===== src/rtl/mie_pkg.sv =====
`timescale 1ns / 1ps

package mie_pkg;

    localparam int FIELD_W   = 32;
    localparam int WIDTH_DEF = 32;

    typedef logic [FIELD_W-1:0] t_field;

endpackage


===== src/rtl/mie_if.sv =====
`timescale 1ns / 1ps

interface mie_in_if import mie_pkg::*; ();
    logic   valid;
    logic   ready;
    t_field value;
    t_field modulus;

    modport source (output valid, output value, output modulus, input ready);
    modport sink   (input valid, input value, input modulus, output ready);
endinterface

interface mie_out_if import mie_pkg::*; ();
    logic   valid;
    logic   ready;
    t_field inverse;
    t_field divisor;

    modport source (output valid, output inverse, output divisor, input ready);
    modport sink   (input valid, input inverse, input divisor, output ready);
endinterface


===== src/rtl/modular_inverse_ext_euclid.sv =====
// channel  dir  handshake        payload
// i_req    in   valid / ready    value, modulus
// o_rsp    out  valid / ready    inverse, divisor
//
// one request runs k euclid steps, plus the guard reduction when it is needed,
// and then holds its result until it is taken
// each euclid step runs the bit-serial restoring divider, one quotient bit a cycle
// reset is synchronous and clears the sequencer and the result valid
// i_req.ready is low from acceptance until the result has been taken
`timescale 1ns / 1ps

module modular_inverse_ext_euclid import mie_pkg::*; #(
    parameter int WIDTH = WIDTH_DEF
) (
    input  logic     i_clk,
    input  logic     i_rst_n,
    mie_in_if.sink   i_req,
    mie_out_if.source o_rsp
);

    localparam int SW    = WIDTH + 1;
    localparam int CNT_W = $clog2(WIDTH);

    typedef enum logic [2:0] {
        S_IDLE,
        S_CHECK,
        S_DIV,
        S_UPD,
        S_FIX,
        S_MOD,
        S_OUT
    } t_state;

    t_state             r_state;
    logic               r_out_valid;
    logic [WIDTH-1:0]   r_r0;
    logic [WIDTH-1:0]   r_r1;
    logic [SW-1:0]      r_s0;
    logic [SW-1:0]      r_s1;
    logic [WIDTH-1:0]   r_mod;
    logic [WIDTH-1:0]   r_inv;
    logic [WIDTH-1:0]   r_part;
    logic [WIDTH-1:0]   r_dvd;
    logic [WIDTH-1:0]   r_dvs;
    logic [SW-1:0]      r_acc;
    logic [CNT_W-1:0]   r_cnt;

    logic [WIDTH:0]     trial;
    logic [WIDTH:0]     diff;
    logic               qbit;
    logic [WIDTH-1:0]   n_part;
    logic [SW-1:0]      n_acc;
    logic [WIDTH-1:0]   inv_fix;
    logic               need_mod;
    logic               last_bit;

    // shared divider step, quotient bits fold straight into q*s1
    always_comb begin
        trial    = {r_part, r_dvd[WIDTH-1]};
        diff     = trial - {1'b0, r_dvs};
        qbit     = (trial >= {1'b0, r_dvs});
        n_part   = qbit ? diff[WIDTH-1:0] : trial[WIDTH-1:0];
        n_acc    = {r_acc[SW-2:0], 1'b0} + (qbit ? r_s1 : {SW{1'b0}});
        last_bit = (r_cnt == CNT_W'(WIDTH - 1));
        inv_fix  = r_s0[WIDTH-1:0] + (r_s0[WIDTH] ? r_mod : {WIDTH{1'b0}});
        need_mod = (r_mod != '0) && (inv_fix >= r_mod);
    end

    always_ff @(posedge i_clk) begin
        if (!i_rst_n) begin
            r_state     <= S_IDLE;
            r_out_valid <= 1'b0;
        end else begin
            unique case (r_state)
                S_IDLE: begin
                    if (i_req.valid) begin
                        r_r0    <= WIDTH'(i_req.value);
                        r_r1    <= WIDTH'(i_req.modulus);
                        r_mod   <= WIDTH'(i_req.modulus);
                        r_s0    <= SW'(1);
                        r_s1    <= '0;
                        r_state <= S_CHECK;
                    end
                end
                S_CHECK: begin
                    if (r_r1 == '0) begin
                        r_state <= S_FIX;
                    end else begin
                        r_part  <= '0;
                        r_dvd   <= r_r0;
                        r_dvs   <= r_r1;
                        r_acc   <= '0;
                        r_cnt   <= '0;
                        r_state <= S_DIV;
                    end
                end
                S_DIV: begin
                    r_part <= n_part;
                    r_acc  <= n_acc;
                    r_dvd  <= {r_dvd[WIDTH-2:0], 1'b0};
                    r_cnt  <= r_cnt + CNT_W'(1);
                    if (last_bit) begin
                        r_state <= S_UPD;
                    end
                end
                S_UPD: begin
                    r_r0    <= r_r1;
                    r_r1    <= r_part;
                    r_s0    <= r_s1;
                    r_s1    <= r_s0 - r_acc;
                    r_state <= S_CHECK;
                end
                S_FIX: begin
                    r_inv <= inv_fix;
                    if (need_mod) begin
                        r_part  <= '0;
                        r_dvd   <= inv_fix;
                        r_dvs   <= r_mod;
                        r_acc   <= '0;
                        r_cnt   <= '0;
                        r_state <= S_MOD;
                    end else begin
                        r_out_valid <= 1'b1;
                        r_state     <= S_OUT;
                    end
                end
                S_MOD: begin
                    r_part <= n_part;
                    r_acc  <= n_acc;
                    r_dvd  <= {r_dvd[WIDTH-2:0], 1'b0};
                    r_cnt  <= r_cnt + CNT_W'(1);
                    if (last_bit) begin
                        r_inv       <= n_part;
                        r_out_valid <= 1'b1;
                        r_state     <= S_OUT;
                    end
                end
                S_OUT: begin
                    if (o_rsp.ready) begin
                        r_out_valid <= 1'b0;
                        r_state     <= S_IDLE;
                    end
                end
                default: begin
                    r_out_valid <= 1'b0;
                    r_state     <= S_IDLE;
                end
            endcase
        end
    end

    assign i_req.ready   = (r_state == S_IDLE);
    assign o_rsp.valid   = r_out_valid;
    assign o_rsp.inverse = FIELD_W'(r_inv);
    assign o_rsp.divisor = FIELD_W'(r_r0);

endmodule


===== src/flat_wrapper.sv =====
// flat-port wrapper written by rule: the top's interface ports become plain ports
module modular_inverse_ext_euclid_flat import mie_pkg::*;
#(
    parameter int WIDTH = WIDTH_DEF
)
  (i_clk, i_rst_n, i_req_valid, i_req_value, i_req_modulus, i_req_ready, o_rsp_valid, o_rsp_inverse, o_rsp_divisor, o_rsp_ready);
  mie_in_if i_req_i ();
  mie_out_if o_rsp_i ();
  input  logic i_clk;
  input  logic i_rst_n;
  input wire logic [$bits(i_req_i.valid)-1:0] i_req_valid;
  input wire logic [$bits(i_req_i.value)-1:0] i_req_value;
  input wire logic [$bits(i_req_i.modulus)-1:0] i_req_modulus;
  output wire logic [$bits(i_req_i.ready)-1:0] i_req_ready;
  output wire logic [$bits(o_rsp_i.valid)-1:0] o_rsp_valid;
  output wire logic [$bits(o_rsp_i.inverse)-1:0] o_rsp_inverse;
  output wire logic [$bits(o_rsp_i.divisor)-1:0] o_rsp_divisor;
  input wire logic [$bits(o_rsp_i.ready)-1:0] o_rsp_ready;
  assign i_req_i.valid = i_req_valid;
  assign i_req_i.value = i_req_value;
  assign i_req_i.modulus = i_req_modulus;
  assign i_req_ready = i_req_i.ready;
  assign o_rsp_valid = o_rsp_i.valid;
  assign o_rsp_inverse = o_rsp_i.inverse;
  assign o_rsp_divisor = o_rsp_i.divisor;
  assign o_rsp_i.ready = o_rsp_ready;
  modular_inverse_ext_euclid #(.WIDTH(WIDTH)) u_core (.i_clk(i_clk), .i_rst_n(i_rst_n), .i_req(i_req_i), .o_rsp(o_rsp_i));
endmodule

===== config.mk =====
export PLATFORM = sky130hd
export DESIGN_NAME = modular_inverse_ext_euclid_flat
export DESIGN_NICKNAME = d
export VERILOG_FILES = /design/src/rtl/mie_pkg.sv /design/src/rtl/mie_if.sv /design/src/rtl/modular_inverse_ext_euclid.sv /design/src/flat_wrapper.sv
export SDC_FILE = /design/constraint.sdc
export NUM_CORES = 1
export LEC_CHECK = 0
export BUFFER_PORTS_ARGS = -buffer_cell sky130_fd_sc_hd__buf_2
export CAP_MARGIN = 20
export CORE_AREA = 2 2 299 301
export DETAILED_ROUTE_END_ITERATION = 8
export DIE_AREA = 0 0 301 303
export GPL_TIMING_DRIVEN = 0
export PLACE_DENSITY_LB_ADDON = 0.05
export SYNTH_ARGS = -nofsm -noshare
export SYNTH_HDL_FRONTEND = slang
export SYNTH_SLANG_ARGS = --single-unit

===== constraint.sdc =====
create_clock -name i_clk -period 29.2 [get_ports i_clk]
set_input_delay 4.38 -clock i_clk [delete_from_list [all_inputs] [get_ports i_clk]]
set_output_delay 4.38 -clock i_clk [all_outputs]
set_load 0.1 [all_outputs]

# After elaboration in Yosys (flattened, before gate mapping)
# Index checks and enable logic that the tools add are counted.
# Widths: inputs -> output; s select.
# totals
reg_bits,332
inputBits,68
output_inout_bits,66
wordCells,91
# classes
n_addsub,5
order_cmp,2
eq_ne,14
muxes,39
bitwise,1
n_reduce_logical,17
# op_table
cell,n
$mux 32,11
$pmux 32 s2,4
$pmux 32 s3,2
$mux 33,5
$pmux 33 s2,2
$pmux 33 s3,1
$add 33x33->33,1
$ge 33x32->1,1
$sub 33x33->33,1
$add 32x32->32,1
$ge 32x32->1,1
$logic_not 32->1,1
$reduce_bool 32->1,1
$sub 32x32->32,1
$pmux 3 s7,1
$reduce_and 4->1,4
$mux 3,5
$pmux 5 s3,1
$mux 5,2
$eq 3x3->1 const B,3
$reduce_and 3->1,3
$ne 2x2->1 const B,4
$eq 3x2->1 const B,2
$ne 2x1->1 const B,3
other kinds (13),17

# Logic depth before layout (Yosys ltp)
# logic_depth
depth_word,6
depth_mapped,28
ltp_nobuf,24

# Worst setup path before layout
# OpenSTA, ideal clock, no wires.
# synth_timing
path_kind,flip-flop to flip-flop
from,reg u_core.r_s0[32]
to,"reg u_core.r_acc[0], enable pin"
setup_ps,624
arrival_time_ps,9645
t_required_ps,28576
path_slack_ps,18931
path_stages_with_launch,24
path_buffers,1
period_less_slack_ps,10269
path_cell_list,edfxtp_1 clkbuf_1 and2_1 ha_1 fa_1 a21o_1 a41oi_1 o21ai_1 o31ai_4 o21ai_1 a211oi_2 nor2_1 xnor2_1 inv_1 ha_1 a21o_1 a21o_1 a21o_1 a21o_1 a21oi_1 nor2b_1 o32ai_2 or2_2 a31oi_1
# synth_between
elab_chain_cells,6
# synth_lines
element,line,source
start: declaration,modular_inverse_ext_euclid.sv:38,logic [SW-1:0] r_s0;
start signal: assignment,modular_inverse_ext_euclid.sv:109,r_s0 <= r_s1;
$mux 32,modular_inverse_ext_euclid.sv:65,inv_fix = r_s0[WIDTH-1:0] + (r_s0[WIDTH] ? r_mod : {WIDTH{1'b0}});
$add 32x32->32,modular_inverse_ext_euclid.sv:65,
$ge 32x32->1,modular_inverse_ext_euclid.sv:66,need_mod = (r_mod != '0) && (inv_fix >= r_mod);
$logic_and 1x1->1,modular_inverse_ext_euclid.sv:66,
$ne 2x1->1 (no source line),-,
$reduce_and 4->1 (no source line),-,
end signal: assignment,modular_inverse_ext_euclid.sv:99,r_acc <= n_acc;
end signal: assignment,modular_inverse_ext_euclid.sv:129,r_acc <= n_acc;
end: declaration,modular_inverse_ext_euclid.sv:45,logic [SW-1:0] r_acc;
# Every way passes these cells.
# A chain may end at the register's enable or synchronous reset.

# Final worst setup path
# layout_timing
from,reg u_core.r_s0[32]
to,"reg u_core.r_acc[12], enable pin"
# The elaborated chain is that of the path after synthesis.

==> flow_metrics.env <==
export IMPL_htreeDepth=2
export IMPL_drive_gt1_frac=0.105
export IMPL_cp_top_family="compound AO/OA/AOI/OAI gates"
export IMPL_drc=0
export IMPL_fmax_mhz=138
export IMPL_grt_pass1_vias=18050
export IMPL_fin_hold_ws_ps=539
export IMPL_arrival_ps=7500
export IMPL_setup_violations=0
export IMPL_period_needed_ps=7230
export IMPL_io_pins=134
export IMPL_cp_required_ps=29470
export IMPL_pwr_share_seq=0.373
export IMPL_p_clk_frac=0.337
export IMPL_grt_ovfl_total=0
export IMPL_worst_slew_pin_transition_ps=1150
export IMPL_hold_viol_final=0
export IMPL_min_path_cells=1
export IMPL_end_kind="flop"
export IMPL_netlist_instances=2255
export IMPL_vias=17875
export IMPL_relSlewSlack=0.235
export IMPL_path_depth=23
export IMPL_status="finished clean"
export IMPL_cts_hold_fix_buffers=0
export IMPL_diodes=0
export IMPL_cts_resized=0
export IMPL_cts_setup_buffers=0
export IMPL_clk_path_buf_depth=3
export IMPL_power_internal_uw=1070
export IMPL_coreArea_um2=88000
export IMPL_grt_pass1_wl_um=124000
export IMPL_syn_to_final_growth_pct=17.8
export IMPL_slowest_delay_ps=620
export IMPL_die_x_um=301
export IMPL_grt_max_degree=63
export IMPL_ys_warnings_count=0
export IMPL_postRouteAntennaNets=0
export IMPL_instances_no_fill=3650
export IMPL_maxSlewViolCount=0
export IMPL_ys_seq_area_frac=0.456
export IMPL_start_kind="flop"
export IMPL_path_clk_slew_ps=60
export IMPL_dieArea_um2=91200
export IMPL_final_common_cell="nand2_1"
export IMPL_viasPerCell=4.90
export IMPL_clk_latency_ps=590
export IMPL_peakVddDrop_uv=35.7
export IMPL_grt_usage=0.187
export IMPL_ff2ff_path_depth=23
export IMPL_powerDensity_nw_per_um2=64.2
export IMPL_post_route_period_util=0.248
export IMPL_rows=109
export IMPL_drt_wl_total_um=86500
export IMPL_antenna_found_initial=3
export IMPL_worstSetupPathType="flop to flop"
export IMPL_synth_fp_nets=2487
export IMPL_cap_violations=0
export IMPL_dr_pass1_iters=5
export IMPL_first_iter_violations=1156
export IMPL_cts_made_buffers=45
export IMPL_ctsRootBufferMaster="clkbuf_16"
export IMPL_place_gp_congestion=0.854
export IMPL_p_leak_uw=0.0105
export IMPL_wl_per_cell_um=23.7
export IMPL_synth_edf_count=328
export IMPL_crit_chain="clkbuf_1 > and2_1 > ha_1 > fa_1 > a21o_1 > a41oi_1 > o21ai_1 > o31ai_4 > o21ai_1 > a21boi_0 > o21ai_0 > xor2_1 > ha_1 > nand4_1 > nor2_1 > nand3_1 > nor3_1 > o31a_1 > o32ai_2 > or2_2 > a31oi_4 > buf_12 > buf_12"
export IMPL_syn_mean_instance_area_um2=9.67
export IMPL_synth_cell_types=89
export IMPL_cts_tree="yes"
export IMPL_die_h_um=303
export IMPL_pwr_share_comb=0.290
export IMPL_netSwitchingPower_uw=580
export IMPL_hp_class="flop to flop"
export IMPL_clock_sink_count=332
export IMPL_synth_seq_cells=332
export IMPL_final_cell_mix="339 x nand2_1, 328 x edfxtp_1, 160 x ha_1"
export IMPL_dpl_cell_count=3569
export IMPL_synth_flop_cell="edfxtp_1"
export IMPL_async_flop_share=0
export IMPL_fin_skew_ps=18.2
export IMPL_slowest_stage="a31oi_4"
export IMPL_cp_num_buf_inv=3
export IMPL_synth_area_um2=21800
export IMPL_netSwitchingFraction=0.352
export IMPL_initial_utilization=0.248
export IMPL_fin_tns_setup_ps=0
export IMPL_detailed_place_hpwl_um=68600
export IMPL_rsz0062_at_grt="false"
export IMPL_nNetsFinal=2683
export IMPL_portBuffers=133
export IMPL_critPathMaxFanout=21
layer usage:
layer | vias to the layer above | routed length, um | track usage
li1 | 8628 | - | -
met1 | 8744 | 40500 | 0.255
met2 | 403 | 40800 | 0.315
met3 | 100 | 3300 | 0.0218
met4 | 0 | 1860 | 0.0421
met5 | - | 0 | 0
cells by family (layout without fill, tap and decap cells):
kind of cell | count (synthesis) | count (layout) | share of synthesized area
AND/OR/NAND/NOR | 828 | 828 | 0.180
AO/OA/AOI/OAI | 577 | 577 | 0.176
flip-flops | 332 | 332 | 0.456
buffers and inverters | 230 | 460 | 0.0416
adder cells (fa/ha/maj) | 164 | 164 | 0.0955
XOR/XNOR | 98 | 98 | 0.0394
multiplexers | 26 | 26 | 0.0119
through the flow:
stage | setup WS, ps | cell area [um2] | util | power, uW
4_1_cts | 21880 | 25700 | 0.292 | 1670
3_5_place_dp | 21930 | 24300 | 0.276 | 1100
5_1_grt | 21650 | 25700 | 0.292 | 1730
2_1_floorplan | 18930 | 21800 | - | 937
6_report | 21970 | 25700 | 0.292 | 1650
3_3_place_gp | 11920 | 23900 | 0.272 | 1110
flip-flops by register name, summed over array words and instances, names as in the netlist:
name                  count
u_core.r_r1              32
u_core.r_acc             33
u_core.r_s0              33
u_core.r_dvs             32
u_core.o_rsp.divisor     32
u_core.o_rsp.valid        1
u_core.r_mod             32
u_core.r_part            32
u_core.r_cnt              5
u_core.r_state            3
u_core.o_rsp.inverse     32
u_core.r_s1              33
u_core.r_dvd             32
layout make-up:
type	count	area (um2)
Fill cell	9302	62300
Multi-Input combinational cell	1693	11000
Sequential cell	332	9930
Tap cell	1165	1460
Clock buffer	53	1160
Timing Repair Buffer	149	951
Inverter	136	510
Buffer	94	398
Clock inverter	28	263
path summary, 6_finish.rpt:
path	from	to	slack [ps]
min reg2reg	u_core.r_s1[0]	u_core.r_s0[0]	540
min	u_core.r_s1[0]	u_core.r_s0[0]	540
max	u_core.r_s0[32]	u_core.r_acc[12]	21970
max reg2reg	u_core.r_s0[32]	u_core.r_acc[12]	21970
power groups by stage:
| stage | clock [uW] | sequential, uW | combinational, uW |
|---|---|---|---|
| 2_1_floorplan | 0 | 635 | 302 |
| 3_3_place_gp | 0 | 638 | 467 |
| 3_5_place_dp | 0 | 625 | 477 |
| 4_1_cts | 575 | 615 | 481 |
| 5_1_grt | 589 | 619 | 527 |
| 6_report | 556 | 615 | 478 |
Yosys cell counts (7+ instances only):
cell type / instances / share of area
a211oi_1: 14 / 0.0048
a21o_1: 59 / 0.020
a21oi_1: 114 / 0.026
a22o_1: 32 / 0.013
a22oi_1: 49 / 0.017
a31oi_1: 10 / 0.0029
and2_1: 69 / 0.020
and3_1: 45 / 0.013
buf_1: 12 / 0.0021
clkbuf_1: 71 / 0.012
edfxtp_1: 328 / 0.45
ha_1: 160 / 0.092
inv_1: 133 / 0.023
mux2i_1: 26 / 0.012
nand2_1: 339 / 0.058
nand2b_1: 25 / 0.0072
nand3_1: 39 / 0.0090
nand4_1: 22 / 0.0063
nor2_1: 149 / 0.026
nor2b_1: 25 / 0.0072
nor3_1: 42 / 0.0096
nor3b_1: 10 / 0.0034
nor4_1: 23 / 0.0066
o21a_1: 20 / 0.0069
o21ai_0: 117 / 0.027
o21ai_1: 50 / 0.011
o21bai_1: 21 / 0.0072
o31ai_1: 8 / 0.0028
or2_2: 7 / 0.0020
or3_1: 9 / 0.0026
xnor2_1: 65 / 0.026
xor2_1: 33 / 0.013
Note: power is estimated with default switching activity, not from simulation.
